$ cat src/hdl/rmp_pkg.sv
// Shared types and constants of the gradient ramp lookup unit.
`default_nettype none

package rmp_pkg;

   localparam int INDEX_W = 12;
   localparam int LEN_W = 13;
   localparam int COUNT_W = 3;
   localparam int POS_W = 17;
   localparam int COLOR_W = 32;
   localparam int STOP_W = POS_W + COLOR_W;
   localparam int PROD_W = POS_W + INDEX_W;
   localparam int POS_FRAC_W = 16;
   localparam int CH_W = 8;
   localparam int CHANNELS = 4;
   localparam int NUM_W = INDEX_W + CH_W;
   localparam int CSR_INDEX_W = 3;

   localparam int MID_DEPTH = 4;
   localparam int OUT_DEPTH = 16;
   localparam int FRONT_CNT_W = $clog2(MID_DEPTH + 1);
   localparam int BACK_CNT_W = $clog2(OUT_DEPTH + 1);

   localparam logic [LEN_W-1:0] RAMP_LENGTH_RESET = LEN_W'(256);
   localparam logic [COLOR_W-1:0] START_COLOR_RESET = '0;
   localparam logic [COLOR_W-1:0] END_COLOR_RESET = '1;
   localparam logic [LEN_W-1:0] MIN_LENGTH = LEN_W'(2);

   typedef enum logic [CSR_INDEX_W-1:0] {
      CSR_RAMP_LENGTH,
      CSR_START_COLOR,
      CSR_END_COLOR,
      CSR_STOP_COUNT,
      CSR_STOP_ZERO,
      CSR_STOP_ONE,
      CSR_STOP_TWO,
      CSR_STOP_THREE
   } csr_index_type;

   typedef struct packed {
      logic [LEN_W-1:0]   ramp_length;
      logic [COLOR_W-1:0] start_color;
      logic [COLOR_W-1:0] end_color;
      logic [COUNT_W-1:0] stop_count;
   } cfg_type;

   typedef struct packed {
      logic [INDEX_W-1:0] width;
      logic [INDEX_W-1:0] offset;
      logic [COLOR_W-1:0] left_color;
      logic [COLOR_W-1:0] right_color;
      logic               out_of_range;
   } seg_type;

   typedef struct packed {
      logic [CH_W-1:0] red;
      logic [CH_W-1:0] green;
      logic [CH_W-1:0] blue;
      logic [CH_W-1:0] alpha;
      logic            out_of_range;
   } rsp_item_type;

endpackage

`default_nettype wire

$ cat src/hdl/rmp_back.sv
// Back end: weights the two segment colors and divides by the segment width.
`default_nettype none

module rmp_back (
   input  wire logic          clock,
   input  wire logic          reset,
   input  wire logic          in_valid,
   input  rmp_pkg::seg_type   seg,
   output logic               out_valid,
   output rmp_pkg::rsp_item_type out_item
);
   import rmp_pkg::*;

   localparam int DIV_STEPS = CH_W;

   typedef struct packed {
      logic [CHANNELS-1:0][NUM_W-1:0] rem;
      logic [CHANNELS-1:0][CH_W-1:0]  quo;
      logic [INDEX_W-1:0]             width;
      logic                           out_of_range;
   } div_stage_type;

   div_stage_type      stage_ff [DIV_STEPS+1];
   div_stage_type      stage_in [DIV_STEPS+1];
   logic               vld_ff [DIV_STEPS+1];
   logic               vld_in [DIV_STEPS+1];
   logic [INDEX_W-1:0] inv_offset;
   logic [NUM_W:0]     sum;
   logic [NUM_W-1:0]   trial;

   always_comb begin
      inv_offset = seg.width - seg.offset;
      sum = '0;
      trial = '0;
      stage_in[0].width = seg.width;
      stage_in[0].out_of_range = seg.out_of_range;
      stage_in[0].quo = '0;
      for (int c = 0; c < CHANNELS; c++) begin
         sum = (NUM_W+1)'(inv_offset) * (NUM_W+1)'(seg.left_color[c*CH_W +: CH_W])
             + (NUM_W+1)'(seg.offset) * (NUM_W+1)'(seg.right_color[c*CH_W +: CH_W]);
         stage_in[0].rem[c] = sum[NUM_W-1:0];
      end
      vld_in[0] = in_valid;
      for (int s = 0; s < DIV_STEPS; s++) begin
         stage_in[s+1] = stage_ff[s];
         vld_in[s+1] = vld_ff[s];
         for (int c = 0; c < CHANNELS; c++) begin
            trial = NUM_W'(stage_ff[s].width) << (DIV_STEPS - 1 - s);
            if (stage_ff[s].rem[c] >= trial) begin
               stage_in[s+1].rem[c] = stage_ff[s].rem[c] - trial;
               stage_in[s+1].quo[c][DIV_STEPS-1-s] = 1'b1;
            end
         end
      end
   end

   always_ff @(posedge clock) begin
      if (reset) begin
         for (int s = 0; s <= DIV_STEPS; s++) begin
            vld_ff[s] <= 1'b0;
         end
      end else begin
         vld_ff <= vld_in;
      end
   end

   always_ff @(posedge clock) begin
      stage_ff <= stage_in;
   end

   assign out_valid = vld_ff[DIV_STEPS];
   assign out_item.red = stage_ff[DIV_STEPS].quo[0];
   assign out_item.green = stage_ff[DIV_STEPS].quo[1];
   assign out_item.blue = stage_ff[DIV_STEPS].quo[2];
   assign out_item.alpha = stage_ff[DIV_STEPS].quo[3];
   assign out_item.out_of_range = stage_ff[DIV_STEPS].out_of_range;

endmodule

`default_nettype wire

$ cat config.mk
export PLATFORM = sky130hd
export DESIGN_NAME = rmp_back
export DESIGN_NICKNAME = d
export VERILOG_FILES = /design/src/hdl/rmp_pkg.sv /design/src/hdl/rmp_back.sv
export SDC_FILE = /design/constraint.sdc
export NUM_CORES = 2
export LEC_CHECK = 0
export ABC_AREA = 0
export BUFFER_PORTS_ARGS = -buffer_cell sky130_fd_sc_hd__buf_2
export CAP_MARGIN = 20
export CELL_PAD_IN_SITES_DETAIL_PLACEMENT = 0
export CELL_PAD_IN_SITES_GLOBAL_PLACEMENT = 2
export CORE_MARGIN = 5
export CORE_UTILIZATION = 42
export CTS_CLUSTER_SIZE = 25
export DETAILED_ROUTE_END_ITERATION = 16
export GPL_TIMING_DRIVEN = 0
export PLACE_DENSITY = 0.86
export SETUP_SLACK_MARGIN = 0.5
export SYNTH_ARGS = -nofsm -noshare
export SYNTH_HDL_FRONTEND = slang
export SYNTH_SLANG_ARGS = --single-unit
$ cat constraint.sdc
create_clock -name clock -period 9.2 [get_ports clock]
set_input_delay 0.92 -clock clock [delete_from_list [all_inputs] [get_ports clock]]
set_output_delay 0.92 -clock clock [all_outputs]
set_load 0.1 [all_outputs]
==> results.py <==
metrics = {
    "status": {
        "run_status": "finished, final reports clean",
    },
    "clock_network": {
        "htreeDepth": 3,
        "cts.reportedPaths.clkPinSlew_ns": 0.07,
        "clockBufferDepth": 3,
        "cts-root-buf": "clkbuf_16",
        "cts_tree": "done",
        "cts_sinks": 898,
        "worstSkewPairLatency_ns": 0.67,
        "cts_made_buffers": 90,
    },
    "setup_path": {
        "start_kind": "input pin",
        "crit_top_cell": "fa_1",
        "critPathMaxStageDelay_ns": 0.76,
        "worstPathCellList": "clkbuf_4 -> buf_8 -> inv_1 -> fa_1 -> a21o_1 -> a21oi_2 -> xnor2_1 -> clkbuf_1 -> nand2_1 -> fa_1 -> fa_1 -> fa_1 -> fa_1 -> inv_1 -> fa_1 -> fa_1 -> ha_1 -> o21ai_1 -> or2b_2 -> a31o_2 -> a221o_1 -> a221o_1 -> or4_1 -> nand3_1",
        "crit_family": "adder cells",
        "worst-path-buf-inv": 5,
        "arrival_ns": 9.08,
        "critPathMaxFanout": 10,
        "worst_ep_required_time_ns": 9.80,
        "path_class": "in2reg",
        "end_kind": "register",
        "crit_path_top_delay_cell": "clkbuf_1",
    },
    "synthesis": {
        "synthesis.area_um2": 66400,
        "ys_warn_count": 0,
        "synth_top_area_share_pct": 27.1,
        "async_flop_share_pct": 0,
        "synth.area.top_cells": "dfxtp_1 (27%), fa_1 (19%), ha_1 (13%), inv_1 (5.7%), and2_1 (3.9%)",
        "yosys_most_used_dff": "dfxtp_1",
        "seq_area_frac_synth_pct": 27.1,
        "syn_nets": 8581,
        "synth-seq-cells": 898,
        "yosysTopAreaCell": "dfxtp_1",
        "syn-mean-instance-area_um2": 9.24,
        "synth.distinct_cells": 85,
        "synth-edff-count": 0,
        "synthCells": 7188,
    },
    "sta": {
        "period_needed_ns": 8.47,
        "slew_violations": 0,
        "period_share_pct": 92.1,
        "rsz0062_at_grt": "false",
        "hold_violations": 0,
        "fmax_mhz": 118,
        "skew_ns": 0.0219,
        "tns_ns": 0,
        "setup_viol": 0,
        "tightest_slew_ns": 1.14,
        "slew_headroom_pct": 24.1,
    },
    "route": {
        "vias": 48400,
        "wl_per_cell_um": 20.3,
        "routed_via_density": 5.06,
        "ant_nets": 0,
        "drtPass1Iterations": 7,
        "wirelength_um": 194000,
        "drcViolationCount": 0,
        "drtIter0Drc": 2585,
    },
    "job": {
        "max_cap_viol_count": 0,
    },
    "grt": {
        "first_global_vias": 50100,
        "grt_pass1_wl_um": 298000,
        "grt_usage_pct": 23.3,
        "antenna_found_initial": 9,
        "overflow": 0,
        "grt_max_degree": 16,
    },
    "floorplan": {
        "die_x_um": 408,
        "start_util_pct": 42.1,
        "ios": 126,
        "dieArea_um2": 166000,
        "die_y_um": 408,
        "core-area_um2": 158000,
        "num_rows": 146,
    },
    "finish": {
        "fin_nets": 8808,
        "drive_above_1_share_pct": 7.03,
        "instances_no_fill": 9567,
        "layout_commonest_cell": "inv_1",
        "mostFrequentLayoutCells": "inv_1 (1003), dfxtp_1 (898), ha_1 (664)",
        "final_util_pct": 46.4,
        "area_growth_syn_to_layout_pct": 10.3,
        "fillers": 15400,
    },
    "placed_design": {
        "place_congestion": 0.952,
        "io_buffers": 125,
        "dp_hpwl_um": 164000,
        "dpl.cell_count": 9388,
    },
    "min_path": {
        "min-delay-path-class": "reg2reg",
    },
}
## synth_stat cells (34+ instances only)
library cell  count
inv_1          1003
dfxtp_1         898
ha_1            664
fa_1            637
nand2_1         612
and2_1          414
a21oi_1         394
nor2_1          386
xnor2_1         266
o21ai_0         249
clkbuf_1        198
xor2_1          134
a21o_1          119
nand2b_1        118
nor2b_1         112
mux2_2          102
nor3_1           97
o21a_1           74
nand3_1          65
nand4_1          47
nor4_1           47
mux2i_1          45
a21boi_0         38
a31oi_1          37
o31ai_1          36
buf_4            34
## worst register-to-register path: stages, from the launching register on
cell and delay, ns:
dfxtp_1 0.75, inv_1 0.43, ha_1 0.43, or4b_2 0.58, nor4_1 0.48, or3b_2 0.21, o21ai_1 0.12, clkbuf_1 0.29
o21ai_0 0.68
## per-stage QoR
step                hold WS (ns)  setup slack (ns)  cell area [µm²]
global placement           0.310             -1.84            69600
finish                     0.323             0.726            73200
global route               0.324             0.484            73200
floorplan                  0.310             0.707            66400
CTS                        0.284             0.486            73100
detailed placement         0.312             -1.89            69700
## state kept, by name, summed over array words and instances, names as in the netlist
name	count
out_valid	1
vld_ff	8
stage_ff	856
out_item	33
## cell type report
cell class	instances	area, µm²	share of cell area (%)
clock buffers	117	2500	3.42
clock inverters	52	756	1.03
diodes	3	7.51	0.0103
multi-input cells	5041	43700	59.7
well taps	2072	2590	3.54
repair buffers	135	738	1.01
flip-flops and latches	898	18000	24.5
plain buffers	245	1180	1.61
inverters	1004	3770	5.15
## worst paths after layout
kind | startpoint | endpoint | slack, ns | depth (start not counted)
hold reg to reg | stage_ff[158]$_DFF_P_ | out_item[13]$_DFF_P_ | 0.32 | 0
setup reg to reg | stage_ff[1002]$_DFF_P_ | stage_ff[954]$_DFF_P_ | 5.06 | 8
hold / removal | stage_ff[158]$_DFF_P_ | out_item[13]$_DFF_P_ | 0.32 | 0
setup / recovery | seg[66] | stage_ff[1103]$_DFF_P_ | 0.73 | 24
## what timing repair did
action                     in CTS  in global routing
setup buffers                   1                  6
pin swaps                       1                  3
gates cloned                    0                  0
setup endpoints to repair      40                 17
hold buffers                    0                  0
gates resized for setup        44                 60
## logic make-up (layout without fill, tap and decap cells)
| family | after synthesis | after routing | share of synthesized area (%) |
|---|---|---|---|
| fa+ha+maj | 1301 | 1301 | 31.7 |
| buf+inv | 1249 | 1553 | 7.27 |
| simple gates | 2066 | 2066 | 15.7 |
| flops | 898 | 898 | 27.1 |
| xor+xnor | 400 | 400 | 5.28 |
| compound gates | 1127 | 1127 | 10.5 |
| other cells | 0 | 3 | 0 |
| mux | 147 | 147 | 2.41 |
## layer usage
metal / vias up / track usage (%) / part of all wire [%]
met1: 23100 / 26.5 / 40
met2: 1067 / 43.0 / 51
li1: 23900 / - / -
met5: - / 0 / 0
met4: 0 / 12.4 / 6.2
met3: 387 / 2.29 / 3.6
Power is not shown: default switching activity piles up to over one toggle a cycle in this logic, so the estimate is an artifact.
