==> config.mk <==
export PLATFORM = sky130hd
export DESIGN_NAME = rmp_front
export DESIGN_NICKNAME = d
export VERILOG_FILES = /design/src/hdl/rmp_pkg.sv /design/src/hdl/rmp_front.sv
export SDC_FILE = /design/constraint.sdc
export NUM_CORES = 2
export LEC_CHECK = 0
export BUFFER_PORTS_ARGS = -buffer_cell sky130_fd_sc_hd__buf_2
export CORE_MARGIN = 3
export CORE_UTILIZATION = 41
export DETAILED_ROUTE_END_ITERATION = 10
export PLACE_DENSITY = 0.57
export SKIP_LAST_GASP = 1
export SLEW_MARGIN = 25
export SYNTH_ARGS = -nofsm -noshare
export SYNTH_HDL_FRONTEND = slang
export SYNTH_SLANG_ARGS = --single-unit
==> constraint.sdc <==
create_clock -name clock -period 11.8 [get_ports clock]
set_input_delay 0 -clock clock [delete_from_list [all_inputs] [get_ports clock]]
set_output_delay 0 -clock clock [all_outputs]
set_load 0.05 [all_outputs]
==> src/hdl/rmp_pkg.sv <==
// Shared types and constants of the gradient ramp lookup unit.
`default_nettype none

package rmp_pkg;

   localparam int INDEX_W = 12;
   localparam int LEN_W = 13;
   localparam int COUNT_W = 3;
   localparam int POS_W = 17;
   localparam int COLOR_W = 32;
   localparam int STOP_W = POS_W + COLOR_W;
   localparam int PROD_W = POS_W + INDEX_W;
   localparam int POS_FRAC_W = 16;
   localparam int CH_W = 8;
   localparam int CHANNELS = 4;
   localparam int NUM_W = INDEX_W + CH_W;
   localparam int CSR_INDEX_W = 3;

   localparam int MID_DEPTH = 4;
   localparam int OUT_DEPTH = 16;
   localparam int FRONT_CNT_W = $clog2(MID_DEPTH + 1);
   localparam int BACK_CNT_W = $clog2(OUT_DEPTH + 1);

   localparam logic [LEN_W-1:0] RAMP_LENGTH_RESET = LEN_W'(256);
   localparam logic [COLOR_W-1:0] START_COLOR_RESET = '0;
   localparam logic [COLOR_W-1:0] END_COLOR_RESET = '1;
   localparam logic [LEN_W-1:0] MIN_LENGTH = LEN_W'(2);

   typedef enum logic [CSR_INDEX_W-1:0] {
      CSR_RAMP_LENGTH,
      CSR_START_COLOR,
      CSR_END_COLOR,
      CSR_STOP_COUNT,
      CSR_STOP_ZERO,
      CSR_STOP_ONE,
      CSR_STOP_TWO,
      CSR_STOP_THREE
   } csr_index_type;

   typedef struct packed {
      logic [LEN_W-1:0]   ramp_length;
      logic [COLOR_W-1:0] start_color;
      logic [COLOR_W-1:0] end_color;
      logic [COUNT_W-1:0] stop_count;
   } cfg_type;

   typedef struct packed {
      logic [INDEX_W-1:0] width;
      logic [INDEX_W-1:0] offset;
      logic [COLOR_W-1:0] left_color;
      logic [COLOR_W-1:0] right_color;
      logic               out_of_range;
   } seg_type;

   typedef struct packed {
      logic [CH_W-1:0] red;
      logic [CH_W-1:0] green;
      logic [CH_W-1:0] blue;
      logic [CH_W-1:0] alpha;
      logic            out_of_range;
   } rsp_item_type;

endpackage

`default_nettype wire

==> src/hdl/rmp_front.sv <==
// Front end: places each stop on the ramp and finds the segment of the index.
`default_nettype none

module rmp_front #(
   parameter int MAX_STOPS = 4,
   parameter int MAX_LENGTH = 4096,
   parameter int STOP_SLOTS = 4
) (
   input  wire logic                        clock,
   input  wire logic                        reset,
   input  wire logic                        in_valid,
   input  wire logic [rmp_pkg::INDEX_W-1:0] in_index,
   input  rmp_pkg::cfg_type                 cfg,
   input  wire logic [rmp_pkg::STOP_W-1:0]  stops [STOP_SLOTS],
   output logic                             seg_valid,
   output rmp_pkg::seg_type                 seg
);
   import rmp_pkg::*;

   logic                 vld_ff, vld_in;
   logic [INDEX_W-1:0]   x_ff, x_in;
   logic [INDEX_W-1:0]   last_ff, last_in;
   logic                 oor_ff, oor_in;
   logic [LEN_W-1:0]     h_raw_ff [STOP_SLOTS];
   logic [LEN_W-1:0]     h_raw_in [STOP_SLOTS];
   logic [LEN_W-1:0]     eff_len;
   logic [PROD_W-1:0]    prod;

   logic                 seg_vld_ff, seg_vld_in;
   seg_type              seg_ff, seg_in;
   logic [COUNT_W-1:0]   count;
   logic [INDEX_W-1:0]   h_clamp;
   logic [INDEX_W-1:0]   prev_h;
   logic [INDEX_W-1:0]   right_pt [STOP_SLOTS+1];
   logic [COLOR_W-1:0]   right_col [STOP_SLOTS+1];
   logic [INDEX_W-1:0]   left_pt;
   logic [COLOR_W-1:0]   left_col;

   always_comb begin
      eff_len = cfg.ramp_length;
      if (eff_len < MIN_LENGTH) begin
         eff_len = MIN_LENGTH;
      end
      if (eff_len > LEN_W'(MAX_LENGTH)) begin
         eff_len = LEN_W'(MAX_LENGTH);
      end
      last_in = INDEX_W'(eff_len - LEN_W'(1));
      x_in = in_index;
      oor_in = (LEN_W'(in_index) >= eff_len);
      vld_in = in_valid;
      prod = '0;
      for (int k = 0; k < STOP_SLOTS; k++) begin
         prod = PROD_W'(stops[k][POS_W-1:0]) * PROD_W'(last_in);
         h_raw_in[k] = prod[PROD_W-1:POS_FRAC_W];
      end
   end

   always_comb begin
      count = (int'(cfg.stop_count) > MAX_STOPS) ? COUNT_W'(MAX_STOPS) : cfg.stop_count;
      prev_h = '0;
      h_clamp = '0;
      for (int k = 0; k < STOP_SLOTS; k++) begin
         h_clamp = (h_raw_ff[k] > LEN_W'(last_ff)) ? last_ff : h_raw_ff[k][INDEX_W-1:0];
         if (h_clamp < prev_h) begin
            h_clamp = prev_h;
         end
         prev_h = h_clamp;
         if (int'(count) > k) begin
            right_pt[k] = h_clamp;
            right_col[k] = stops[k][STOP_W-1:POS_W];
         end else begin
            right_pt[k] = last_ff;
            right_col[k] = cfg.end_color;
         end
      end
      right_pt[STOP_SLOTS] = last_ff;
      right_col[STOP_SLOTS] = cfg.end_color;

      seg_in.width = INDEX_W'(1);
      seg_in.offset = '0;
      seg_in.left_color = cfg.end_color;
      seg_in.right_color = cfg.end_color;
      seg_in.out_of_range = oor_ff;
      left_pt = '0;
      left_col = cfg.start_color;
      for (int i = STOP_SLOTS; i >= 0; i--) begin
         left_pt = (i == 0) ? '0 : right_pt[(i == 0) ? 0 : i - 1];
         left_col = (i == 0) ? cfg.start_color : right_col[(i == 0) ? 0 : i - 1];
         if (!oor_ff && x_ff < right_pt[i]) begin
            seg_in.width = right_pt[i] - left_pt;
            seg_in.offset = x_ff - left_pt;
            seg_in.left_color = left_col;
            seg_in.right_color = right_col[i];
         end
      end
      seg_vld_in = vld_ff;
   end

   always_ff @(posedge clock) begin
      if (reset) begin
         vld_ff <= 1'b0;
         seg_vld_ff <= 1'b0;
      end else begin
         vld_ff <= vld_in;
         seg_vld_ff <= seg_vld_in;
      end
   end

   always_ff @(posedge clock) begin
      x_ff <= x_in;
      last_ff <= last_in;
      oor_ff <= oor_in;
      h_raw_ff <= h_raw_in;
      seg_ff <= seg_in;
   end

   assign seg_valid = seg_vld_ff;
   assign seg = seg_ff;

endmodule

`default_nettype wire

==> impl_metrics.tcl <==
set metrics [dict create \
    status "finished, final reports clean" \
    worstSetupPathType "register to register" \
    max-cap-violations 0 \
    rows 111 \
    syn_to_final_growth_pct 16.8 \
    ant_nets 0 \
    max-slew-margin-rel_pct 16.7 \
    grt_pass1_wl_mm 206 \
    cts_root_buffer "clkbuf_16" \
    min_period_ns 11.26 \
    via_count 34359 \
    die_area_um2 97500 \
    synth_cell_type_count 85 \
    fmax_mhz 88.8 \
    synthesis.nets 5991 \
    ys.flop_type "dfxtp_1" \
    yosys_warnings 0 \
    fin_util_pct 48.6 \
    tightest_slew_ns 1.25 \
    die_y_um 312 \
    grt.total_usage_pct 26.9 \
    num_io_pins 381 \
    clk_pin_slew_ns 0.08 \
    r2r_setup_slack_ns 0.54 \
    rsz0062_at_grt "no" \
    viasPerCell 5.39 \
    fin_tns_setup_ns 0 \
    wl_mm 131 \
    synth_area_leaders "fa_1 (31%), ha_1 (15%), dfxtp_1 (8.7%), nand2_1 (7.7%), inv_1 (6.8%)" \
    die_w_um 312 \
    route.detailed.drc 0 \
    cts_tree "done" \
    final_nets 6458 \
    yosysMostFrequentCell "nand2_1" \
    clock-sinks 168 \
    initial_core_util_pct 41.7 \
    skew_ns 0.0178 \
    syn_area_per_cell_um2 8.28 \
    synth_top_area_share_pct 31.4 \
    drv_slew 0 \
    hold_viol 0 \
    synth_seq_area_share_pct 8.74 \
    synth_edf_count 0 \
    netlist_instances 4647 \
    drtPass1Iterations 7 \
    cp_max_fo 23 \
    async_reset_ff_share_pct 0 \
    drt_iter0_drc 2615 \
    clock_latency_ns 0.51 \
    grt_pass1_vias 35546 \
    cp-start-kind "register" \
    arrival_ns 11.65 \
    core_area_um2 92400 \
    ys_top_cells_by_count "nand2_1 (788), inv_1 (701), fa_1 (604)" \
    cts_inserted_buffers 17 \
    min_period_over_period_pct 95.5 \
    worst_ep_required_time_ns 12.18 \
    synth-seq-cells 168 \
    endpoint_kind "register" \
    crit_slowest_cell "or3_4" \
    synth_area_leader_cell "fa_1" \
    worstHoldPathType "primary input to register" \
    grt_max_degree 105 \
    overflow 0 \
    htree_levels 4 \
    final_layout_size_suffix_gt1_share_pct 11.5 \
    gp_congestion 0.917 \
    port_buffers 380 \
    wl_per_cell_um 20.5 \
    finalSetupViolations 0 \
    grt_antenna_before_repair 17 \
    post-dp-hpwl_mm 99.1 \
    cpPeakStageDelay_ns 0.43 \
    clockBufferDepth 2 \
    synth.cell_area_um2 38500 \
]
placed cells by master, fill, tap and decap left out, drive strengths merged, types with 13 or more instances in the layout:
| cell | instances |
|---|---|
| nand2 | 788 |
| inv | 711 |
| fa | 604 |
| buf | 470 |
| ha | 449 |
| and2 | 235 |
| dlygate4sd3 | 235 |
| o21ai | 193 |
| nor2 | 181 |
| dfxtp | 168 |
| a21oi | 161 |
| nor3 | 135 |
| mux2i | 100 |
| xnor2 | 69 |
| o22ai | 66 |
| a21o | 56 |
| o221ai | 44 |
| nand3 | 34 |
| o21a | 33 |
| xor2 | 31 |
| nand2b | 28 |
| nor2b | 27 |
| a21boi | 26 |
| a211oi | 26 |
| o211ai | 21 |
| mux2 | 20 |
| clkbuf | 17 |
| nand4 | 14 |
| o21bai | 13 |
| or3 | 13 |
state kept, by name, indices dropped and copies added (netlist names):
register	flops
h_raw_ff	52
x_ff	12
oor_ff	1
seg	89
last_ff	12
seg_valid	1
seg_vld_in	1
worst max-delay path: cells and delay by family, from the launching register on:
family / cells / cell delay, ns
AND/OR/NAND/NOR: 10 / 2.00
flip-flops: 1 / 0.33
multiplexers: 2 / 0.67
adder cells (fa/ha/maj): 6 / 1.85
buffers and inverters: 7 / 0.98
AO/OA/AOI/OAI: 27 / 5.26
routing by layer:
layer	up-vias	wire length [um]	global-route usage, %
li1	15943	-	-
met1	16927	56300	35.6
met2	1254	62000	45.5
met3	225	8340	3.63
met4	10	4090	8.42
met5	-	58	0
metrics by stage:
stage / hold WS (ns) / instances / setup WS, ns / instance area, um^2
4_1_cts: 0.000892 / 6365 / 0.0194 / 44800
6_report: 0.0300 / 6380 / 0.536 / 44900
3_3_place_gp: 0.126 / 6098 / 0.261 / 41800
3_5_place_dp: 0.128 / 6098 / 0.107 / 41800
2_1_floorplan: 0.0277 / 4647 / 0.901 / 38500
5_1_grt: 0.0452 / 6376 / 0.00229 / 44900
path summary, 6_finish.rpt:
path	startpoint	to	depth (start not counted)
min reg2reg	seg_vld_in	seg_valid	1
min	stops[79]	seg[46]	5
max	last_ff[11]	seg[58]	52
max reg2reg	last_ff[11]	seg[58]	52
layout make-up:
type,count,area [um^2]
inverter,703,2640
sequential,168,3360
antenna,10,25.0
tap,1243,1560
fill,8976,47400
multi-input combinational,3519,31800
clock inverter,15,189
timing repair buffer,705,4960
clock buffer,17,425
cell families (layout without fill, tap and decap cells):
family | count (synthesis) | in the layout | share of synthesized area [%]
xor gates and xnor gates | 100 | 100 | 2.28
other | 0 | 10 | 0
AOI/OAI and AO/OA | 732 | 734 | 12.4
and+or+nand+nor | 1512 | 1512 | 18.0
muxes | 120 | 120 | 3.19
DFF | 168 | 168 | 8.74
buffers and inverters | 962 | 1440 | 9.41
adders and majority gates | 1053 | 1053 | 46.0
what timing repair did:
| action | CTS | global route |
|---|---|---|
| endpoints found under the setup margin | 0 | 88 |
| hold endpoints to repair | 79 | 0 |
| buffers inserted | 0 | 3 |
| hold buffers | 235 | 0 |
| resized for setup | 0 | 18 |
Power is not shown: default switching activity piles up to over one toggle a cycle in this logic, so the estimate is an artifact.
