## src/hdl/rmp_queue.sv

```systemverilog
// Small first-in first-out queue built from registers.
`default_nettype none

module rmp_queue #(
   parameter int DEPTH = 4,
   parameter type item_type = logic
) (
   input  wire logic clock,
   input  wire logic reset,
   input  wire logic push,
   input  item_type  push_item,
   input  wire logic pop,
   output logic      empty,
   output logic      full,
   output item_type  head
);
   localparam int PTR_W = (DEPTH > 1) ? $clog2(DEPTH) : 1;
   localparam int CNT_W = $clog2(DEPTH + 1);

   item_type           slot_ff [DEPTH];
   logic [PTR_W-1:0]   wr_ptr_ff, wr_ptr_in;
   logic [PTR_W-1:0]   rd_ptr_ff, rd_ptr_in;
   logic [CNT_W-1:0]   count_ff, count_in;

   always_comb begin
      wr_ptr_in = wr_ptr_ff;
      rd_ptr_in = rd_ptr_ff;
      if (push) begin
         wr_ptr_in = (wr_ptr_ff == PTR_W'(DEPTH - 1)) ? '0 : wr_ptr_ff + PTR_W'(1);
      end
      if (pop) begin
         rd_ptr_in = (rd_ptr_ff == PTR_W'(DEPTH - 1)) ? '0 : rd_ptr_ff + PTR_W'(1);
      end
      count_in = count_ff + CNT_W'(push) - CNT_W'(pop);
   end

   always_ff @(posedge clock) begin
      if (reset) begin
         wr_ptr_ff <= '0;
         rd_ptr_ff <= '0;
         count_ff <= '0;
      end else begin
         wr_ptr_ff <= wr_ptr_in;
         rd_ptr_ff <= rd_ptr_in;
         count_ff <= count_in;
      end
   end

   always_ff @(posedge clock) begin
      if (push) begin
         slot_ff[wr_ptr_ff] <= push_item;
      end
   end

   assign empty = (count_ff == '0);
   assign full = (count_ff == CNT_W'(DEPTH));
   assign head = slot_ff[rd_ptr_ff];

endmodule

`default_nettype wire

```

## config.mk

```make
export PLATFORM = sky130hd
export DESIGN_NAME = rmp_queue
export DESIGN_NICKNAME = d
export VERILOG_FILES = /design/src/hdl/rmp_queue.sv
export SDC_FILE = /design/constraint.sdc
export NUM_CORES = 1
export LEC_CHECK = 0
export ABC_AREA = 1
export CAP_MARGIN = 15
export CORE_AREA = 2 2 39 41
export DETAILED_ROUTE_END_ITERATION = 8
export DIE_AREA = 0 0 41 43
export DONT_BUFFER_PORTS = 1
export GPL_ROUTABILITY_DRIVEN = 0
export PLACE_DENSITY = 0.65
export SLEW_MARGIN = 20
export SYNTH_ARGS = -nofsm -noshare
export SYNTH_HDL_FRONTEND = slang
export SYNTH_SLANG_ARGS = --single-unit
```

## constraint.sdc

```tcl
create_clock -name clock -period 2.2 [get_ports clock]
set_clock_uncertainty 0.15 [all_clocks]
set_input_delay 0.33 -clock clock [delete_from_list [all_inputs] [get_ports clock]]
set_output_delay 0.33 -clock clock [all_outputs]
set_load 0.005 [all_outputs]
```

==> flow_metrics.tcl, run 1 <==
set metrics [dict create \
    final_cell_area_um2 683 \
    dpl.hpwl_um 658 \
    path_cells "inv_1 > ha_1 > inv_1 > ha_1 > fa_1 > inv_1 > nand3_1 > nand2_1 > nor2_1" \
    finalCriticalPeriod_ns 1.75 \
    die_width_um 41 \
    num_vias 425 \
    path_common_cell "inv_1" \
    clock_path_buffers 2 \
    async_flop_share_pct 0 \
    postSynthAreaPerCell_um2 8.60 \
    synth_seq_cells 13 \
    ys_seq_area_share_pct 47.8 \
    htreeDepth 1 \
    placed_area_um2 637 \
    setup_ws_ns 0.451 \
    grt_max_degree 10 \
    synth_edf_count 4 \
    layout_common_cells "inv_1, nor2_1, nand2_1, dfxtp_1, ha_1" \
    wl_per_cell_um 9.15 \
    antenna_found_initial 0 \
    critPathLaunchType "register" \
    worst_pin_slew_ns 0.239 \
    numCtsBuffers 3 \
    antenna_cells 0 \
    status "completed" \
    cp_top_family "adder cells" \
    crit_type "register to register" \
    cp_slowest_cell "dfxtp_1" \
    hold_path_class "input port to register" \
    drtIter0Drc 5 \
    cts-root-buf "clkbuf_4" \
    worstPathMaxFanout 3 \
    track_usage_pct 12.5 \
    drive_gt1_share_pct 6.41 \
    yosysTopAreaCell "dfxtp_1" \
    drc 0 \
    core_area_um2 1380 \
    dieArea_um2 1760 \
    routed_wl_um 860 \
    power_uw 537 \
    grt_pass1_vias 378 \
    port_buffers 0 \
    pre_cts_ws_ns 0.461 \
    via_per_inst 4.52 \
    synth_area_leaders "dfxtp_1, edfxtp_1, ha_1" \
    critPathCaptureType "register" \
    cts-resized-gates 0 \
    crit_arrival_ns 1.77 \
    final_common_cell "inv_1" \
    num_io_pins 8 \
    netlist_instances 73 \
    fin_util_pct 49.4 \
    num_rows 14 \
    yosysWarnings 0 \
    peakVddDrop_uv 345 \
    path_buf_inv 3 \
    slew_viol_final 0 \
    gr-total-overflow 0 \
    insertion_delay_ns 0.27 \
    ant_nets 0 \
    slew_headroom_pct 83.9 \
    syn-num-nets 86 \
    finalNetCount 92 \
    initial_utilization_pct 45.4 \
    area_growth_pct 8.76 \
    dominantRegCellSynth "dfxtp_1" \
    period_share_pct 79.5 \
    cp.required_ns 2.22 \
    hold_viol 0 \
    synth_top_area_share_pct 28.7 \
    finalSetupViolCount 0 \
    synth_area_um2 628 \
    dr.pass1.iters 4 \
    power_density_nw_per_um2 786 \
    max_stage_delay_ns 0.36 \
    rsz0062_at_grt "false" \
    synth.distinct_cells 15 \
    cts_tree "yes" \
    drv_cap 0 \
    clk_pin_slew_ns 0.07 \
    setup_tns_ns 0 \
    power_leakage_nw 0.352 \
    grt_pass1_wl_um 1390 \
    clock-sinks 13 \
    timing.fmax_mhz 572 \
    die_h_um 43 \
]
## metal layers
metal  vias to the layer above  share of wire (%)  track usage, %
met1                       187                 42            13.7
li1                        231                  -               -
met3                         2                4.2            3.66
met4                         0                2.2            12.0
met2                         5                 51            17.8
met5                         -                  0               0
## synthesized netlist by cell type, types with 2 or more instances
library cell	instances
a21oi_1	5
dfxtp_1	9
edfxtp_1	4
ha_1	7
inv_1	17
nand2_1	10
nor2_1	12
o21ai_0	2
## path summary, 6_finish.rpt
check	startpoint	end	slack [ns]	cells after the start
max	count_ff[0]	count_ff[2]	0.45	9
min	push	wr_ptr_ff[1]	0.06	2
max reg2reg	count_ff[0]	count_ff[2]	0.45	9
min reg2reg	rd_ptr_ff[0]	rd_ptr_ff[0]	0.36	2
## stage by stage
stage | instances | hold WS (ns)
finish | 94 | 0.0628
global route | 94 | 0.0520
CTS | 94 | 0.0525
detailed placement | 88 | 0.257
global placement | 88 | 0.253
floorplan | 73 | 0.251
## logic make-up (layout without fill, tap and decap cells)
family	Yosys count	count (layout)	share of synthesized area, %
adders and majority gates	8	8	17.1
buffers and inverters	19	24	12.5
AOI/OAI and AO/OA	8	8	6.77
DFF	13	13	47.8
and+or+nand+nor	25	25	15.7
## power breakdown
group | switching, mW | internal (mW)
Sequential | 0.0174 | 0.273
Combinational | 0.0620 | 0.0421
Clock | 0.0720 | 0.0702
## cell type report
type / instances / area (um2)
Multi-Input combinational cell: 41 / 249
Inverter: 18 / 67.6
Sequential cell: 13 / 300
Timing Repair Buffer: 2 / 20.0
Tap cell: 16 / 20.0
Fill cell: 144 / 701
Clock buffer: 4 / 26.3
## worst reg2reg max path: cells and delay by family (launching register included)
family / cells / cell delay, ns
adder cells (fa/ha/maj): 3 / 0.79
buffers and inverters: 3 / 0.17
flip-flops: 1 / 0.36
AND/OR/NAND/NOR: 3 / 0.16
## repair_timing
item	CTS	global route
endpoints found under the setup margin	0	0
hold buffers	2	0
buffers inserted	0	0
hold endpoints to repair	10	0
Note: power is estimated with default switching activity, not from simulation.
==> run 2: changes to the inputs <==
ABC_AREA = 0   (was 1)
clock period = 1.5 ns   (was 2.2 ns; I/O delays follow)
==> flow_metrics.tcl, run 2 <==
set metrics [dict create \
    worst_pin_slew_ns 0.218 \
    core_area_um2 1380 \
    crit_type "register to register" \
    ys_seq_area_share_pct 50.0 \
    comb_power_share_pct 20.6 \
    wl_met3_um 51 \
    die_width_um 41 \
    num_rows 14 \
    power_leakage_nw 0.286 \
    peakVddDrop_uv 741 \
    clk_pin_slew_ns 0.08 \
    top_layer_used "met3" \
    violations "hold timing, setup timing" \
    clkPwrFrac_pct 26.1 \
    max_stage_delay_ns 0.50 \
    timing.fmax_mhz 615 \
    track_usage_pct 10.8 \
    numCtsBuffers 3 \
    drive_gt1_share_pct 22.6 \
    antenna_found_initial 0 \
    area_growth_pct 14.4 \
    pre_cts_ws_ns -0.124 \
    num_vias 325 \
    fin_util_pct 49.6 \
    netSwitchingPower_uw 202 \
    critPathLaunchType "register" \
    ant_nets 0 \
    hold_viol 9 \
    pwr-share-seq_pct 53.3 \
    netlist_instances 48 \
    intPower_uw 607 \
    path_buf_inv 2 \
    dp.cells 64 \
    rsz0062_at_grt "true" \
    cp.required_ns 1.56 \
    reg2reg_slack_ns -0.13 \
    async_flop_share_pct 0 \
    path_cells "inv_2 > ha_4 > inv_2 > ha_4 > fa_2 > nor2b_1" \
    die_h_um 43 \
    synth_top_area_share_pct 30.0 \
    worstPathMaxFanout 2 \
    r2r-start "count_ff[0]" \
    crit_start "count_ff[0]" \
    layout_common_cells "dfxtp_1, ha_1, inv_1, and2_1, edfxtp_1" \
    finalNetCount 67 \
    yosysWarnings 0 \
    wl_met2_um 327 \
    critPathCaptureType "register" \
    synth.distinct_cells 17 \
    finalCriticalPeriod_ns 1.63 \
    final_cell_area_um2 687 \
    cts_tree "yes" \
    finalSetupViolCount 3 \
    power_density_nw_per_um2 1180 \
    cp_slowest_cell "fa_2" \
    routed_wl_um 702 \
    clock-sinks 13 \
    final_common_cell "dfxtp_1" \
    synth_seq_cells 13 \
    multiInputGateArea_um2 305 \
    crit_arrival_ns 1.69 \
    postSynthAreaPerCell_um2 12.5 \
    port_buffers 0 \
    setup_ws_ns -0.125 \
    drt-met1-wl_um 323 \
    drv_cap 0 \
    grt_pass1_wl_um 1210 \
    dominantRegCellSynth "dfxtp_1" \
    status "finished with violations" \
    slew_headroom_pct 85.4 \
    initial_utilization_pct 43.4 \
    slew_viol_final 0 \
    worstReg2RegEnd "count_ff[1]" \
    final_cells 69 \
    reg2regPathDepth 6 \
    gr-total-overflow 0 \
    cts-root-buf "clkbuf_4" \
    cp.depth 6 \
    cp_top_family "adder cells" \
    cts_setup_buffers 0 \
    drc 0 \
    dieArea_um2 1760 \
    yosysTopAreaCell "dfxtp_1" \
    grt_max_degree 9 \
    synth_area_leaders "dfxtp_1, edfxtp_1, ha_1" \
    regArea_um2 302 \
    placed_area_um2 649 \
    antenna_cells 0 \
    grt_pass1_vias 295 \
    synth_area_um2 601 \
    clock_path_buffers 2 \
    num_io_pins 8 \
    crit_path_end "count_ff[1]" \
    syn-num-nets 61 \
    whs_ns -0.149 \
    synth_edf_count 4 \
    dr.pass1.iters 1 \
    postCtsHoldBufs 1 \
    drtIter0Drc 0 \
    htreeDepth 1 \
    wl_per_cell_um 10.2 \
    fillers 131 \
    dpl.hpwl_um 563 \
    yosysMostFrequentCell "dfxtp_1" \
    switching_share_pct 24.9 \
    via_per_inst 4.71 \
    ys_top_cells_by_count "dfxtp_1, ha_1, inv_1, and2_1, edfxtp_1" \
    hold_path_class "input port to register" \
    insertion_delay_ns 0.27 \
    period_share_pct 108 \
]
-- run 2: cell count changes after synthesis, sizes merged, moves of 2 or more --
cell    change
nand2b      +2
nor2b       +2
mux2i       +2
o21ai       -2
a21oi       -3
and2        +4
inv        -12
nor2        -9
nand2      -11
or3b        +2
-- run 2: cell type report --
type,instances,share of cell area (%)
Clock buffer,3,3.28
Clock inverter,1,0.729
Inverter,6,3.28
Multi-Input combinational cell,29,44.4
Sequential cell,13,43.9
Tap cell,16,2.91
Timing Repair Buffer,1,1.46
-- run 2: cell families after synthesis --
family | count (synthesis) | synth area share (%)
adder cells (fa/ha/maj) | 8 | 17.9
flip-flops | 13 | 50.0
multiplexers | 3 | 7.08
XOR/XNOR | 1 | 3.96
AO/OA/AOI/OAI | 2 | 2.29
buffers and inverters | 6 | 3.75
AND/OR/NAND/NOR | 15 | 15.0
-- run 2: worst min-delay path by stage --
stage / depth (start not counted) / startpoint / endpoint / slack (ns)
finish: 1 / reset / wr_ptr_ff[0] / -0.15
global route: 1 / reset / wr_ptr_ff[0] / -0.17
CTS: 1 / reset / wr_ptr_ff[0] / -0.16
detailed placement: 1 / reset / wr_ptr_ff[0] / 0.14
global placement: 1 / reset / wr_ptr_ff[0] / 0.14
floorplan: 1 / reset / wr_ptr_ff[0] / 0.14
-- run 2: layer usage --
layer	up-vias	track usage, %
met5	-	0
met4	0	4.00
met3	0	9.95
met2	6	14.1
met1	145	12.2
li1	174	-
-- run 2: worst register-to-register path, cell delays in order, from the launching register on --
cell and delay [ns]:
dfxtp_2 0.34, inv_2 0.05, ha_4 0.25, inv_2 0.03
ha_4 0.14, fa_2 0.50, nor2b_1 0.11
-- run 2: repair_timing --
action,CTS,global route
endpoints found under the setup margin,3,3
endpoints found under the hold margin,13,9
pin swaps,1,0
resized for setup,0,0
-- run 2: power by group through the flow --
| stage | Sequential (mW) | Clock (mW) | Combinational [mW] |
|---|---|---|---|
| after detailed placement | 0.439 | 0 | 0.168 |
| after global routing | 0.438 | 0.237 | 0.191 |
| after global placement | 0.438 | 0 | 0.164 |
| final | 0.431 | 0.211 | 0.166 |
| after floorplan | 0.432 | 0 | 0.151 |
| after CTS | 0.432 | 0.223 | 0.172 |
-- run 2: through the flow --
step / power [mW] / setup TNS (ns)
2_1_floorplan: 0.583 / -0.152
3_3_place_gp: 0.602 / -0.191
3_5_place_dp: 0.607 / -0.223
4_1_cts: 0.827 / -0.278
5_1_grt: 0.866 / -0.391
6_report: 0.808 / -0.230
==> run 3: changes to the inputs <==
HOLD_SLACK_MARGIN = 0.06   (was not set)
==> flow_metrics.tcl, run 3 (same netlist as run 2, synthesis figures left out) <==
set metrics [dict create \
    routed_wl_um 708 \
    cp.required_ns 1.56 \
    num_vias 329 \
    htreeDepth 1 \
    slew_viol_final 0 \
    via_per_inst 4.70 \
    cts-root-buf "clkbuf_4" \
    num_rows 14 \
    drc 0 \
    num_io_pins 8 \
    hold_path_class "input port to register" \
    cts_tree "yes" \
    placed_area_um2 649 \
    power_density_nw_per_um2 1170 \
    worstPathMaxFanout 8 \
    cts_setup_buffers 0 \
    grt_pass1_vias 297 \
    die_h_um 43 \
    finalNetCount 68 \
    final_cell_area_um2 697 \
    area_growth_pct 16.0 \
    timing.fmax_mhz 607 \
    clk_pin_slew_ns 0.08 \
    clock_path_buffers 2 \
    slew_headroom_pct 79.2 \
    dp.cells 64 \
    setup_ws_ns -0.147 \
    insertion_delay_ns 0.27 \
    die_width_um 41 \
    drtIter0Drc 0 \
    peakVddDrop_uv 740 \
    critPathCaptureType "register" \
    final_common_cell "dfxtp_1" \
    hold_viol 9 \
    power_leakage_nw 0.291 \
    crit_type "input port to register" \
    gr-total-overflow 0 \
    final_cells 70 \
    ant_nets 0 \
    status "finished with violations" \
    initial_utilization_pct 43.4 \
    whs_ns -0.149 \
    period_share_pct 110 \
    antenna_cells 0 \
    grt_max_degree 9 \
    critPathLaunchType "input port" \
    finalSetupViolCount 3 \
    track_usage_pct 10.8 \
    crit_arrival_ns 1.71 \
    worst_pin_slew_ns 0.311 \
    grt_pass1_wl_um 1210 \
    dieArea_um2 1760 \
    drive_gt1_share_pct 22.2 \
    violations "hold timing, setup timing" \
    dr.pass1.iters 1 \
    clock-sinks 13 \
    dpl.hpwl_um 563 \
    antenna_found_initial 0 \
    port_buffers 0 \
    wl_per_cell_um 10.1 \
    finalCriticalPeriod_ns 1.65 \
    core_area_um2 1380 \
    layout_common_cells "dfxtp_1, ha_1, inv_1, and2_1, edfxtp_1" \
    drv_cap 0 \
    fillers 131 \
    rsz0062_at_grt "true" \
    numCtsBuffers 3 \
]
-- run 3: cell types whose count changed in the layout (fill, tap and decap cells not counted) --
cell | before | now
dlygate4sd3_1 | 1 | 2
-- run 3: routing by layer --
| metal | up-vias | share of wire [%] | global-route usage, % |
|---|---|---|---|
| li1 | 176 | - | - |
| met2 | 6 | 48 | 14.1 |
| met3 | 0 | 7.3 | 9.95 |
| met1 | 147 | 45 | 12.2 |
| met5 | - | 0 | 0 |
| met4 | 0 | 0 | 4.00 |
-- run 3: what timing repair did --
item                                    CTS  global route
hold endpoints to repair                 17            13
endpoints found under the setup margin    3             3
hold buffers                              1             1
gates resized for setup                   0             0
cloned                                    0             0
pin swaps                                 1             0
-- run 3: power by group --
| part | internal (mW) | leakage [nW] | switching (mW) |
|---|---|---|---|
| clock network | 0.0987 | 0.0177 | 0.112 |
| registers | 0.403 | 0.111 | 0.0280 |
| logic | 0.107 | 0.161 | 0.0651 |
| total | 0.608 | 0.291 | 0.205 |
-- run 3: cell type report --
type	instances	area, um2	share of cell area (%)
Inverter	6	22.5	3.23
Tap cell	16	20.0	2.87
Clock inverter	1	5.00	0.718
Sequential cell	13	302	43.3
Clock buffer	3	22.5	3.23
Timing Repair Buffer	2	20.0	2.87
Multi-Input combinational cell	29	305	43.8
-- run 3: worst max-delay path: stages --
cell and delay [ns]:
dlygate4sd3_1 0.66, ha_4 0.21, fa_2 0.50, nor2b_1 0.11
-- run 3: path summary, 6_finish.rpt --
path	start	end	slack, ns	cells past startpoint
worst max register to register	count_ff[0]	count_ff[1]	-0.12	6
worst min-delay path	reset	wr_ptr_ff[0]	-0.15	1
worst max-delay path	push	count_ff[1]	-0.15	4
worst min register to register	rd_ptr_ff[0]	rd_ptr_ff[0]	0.36	2
-- run 3: through the flow --
stage | total power [mW] | hold slack (ns) | setup WS, ns | setup TNS, ns | utilization, %
after floorplan | 0.583 | 0.137 | -0.0849 | -0.152 | -
after global placement | 0.602 | 0.142 | -0.0979 | -0.191 | 46.9
after detailed placement | 0.607 | 0.141 | -0.124 | -0.223 | 46.9
after CTS | 0.827 | -0.163 | -0.138 | -0.278 | 49.6
after global routing | 0.872 | -0.171 | -0.177 | -0.391 | 50.4
final | 0.813 | -0.149 | -0.147 | -0.273 | 50.4
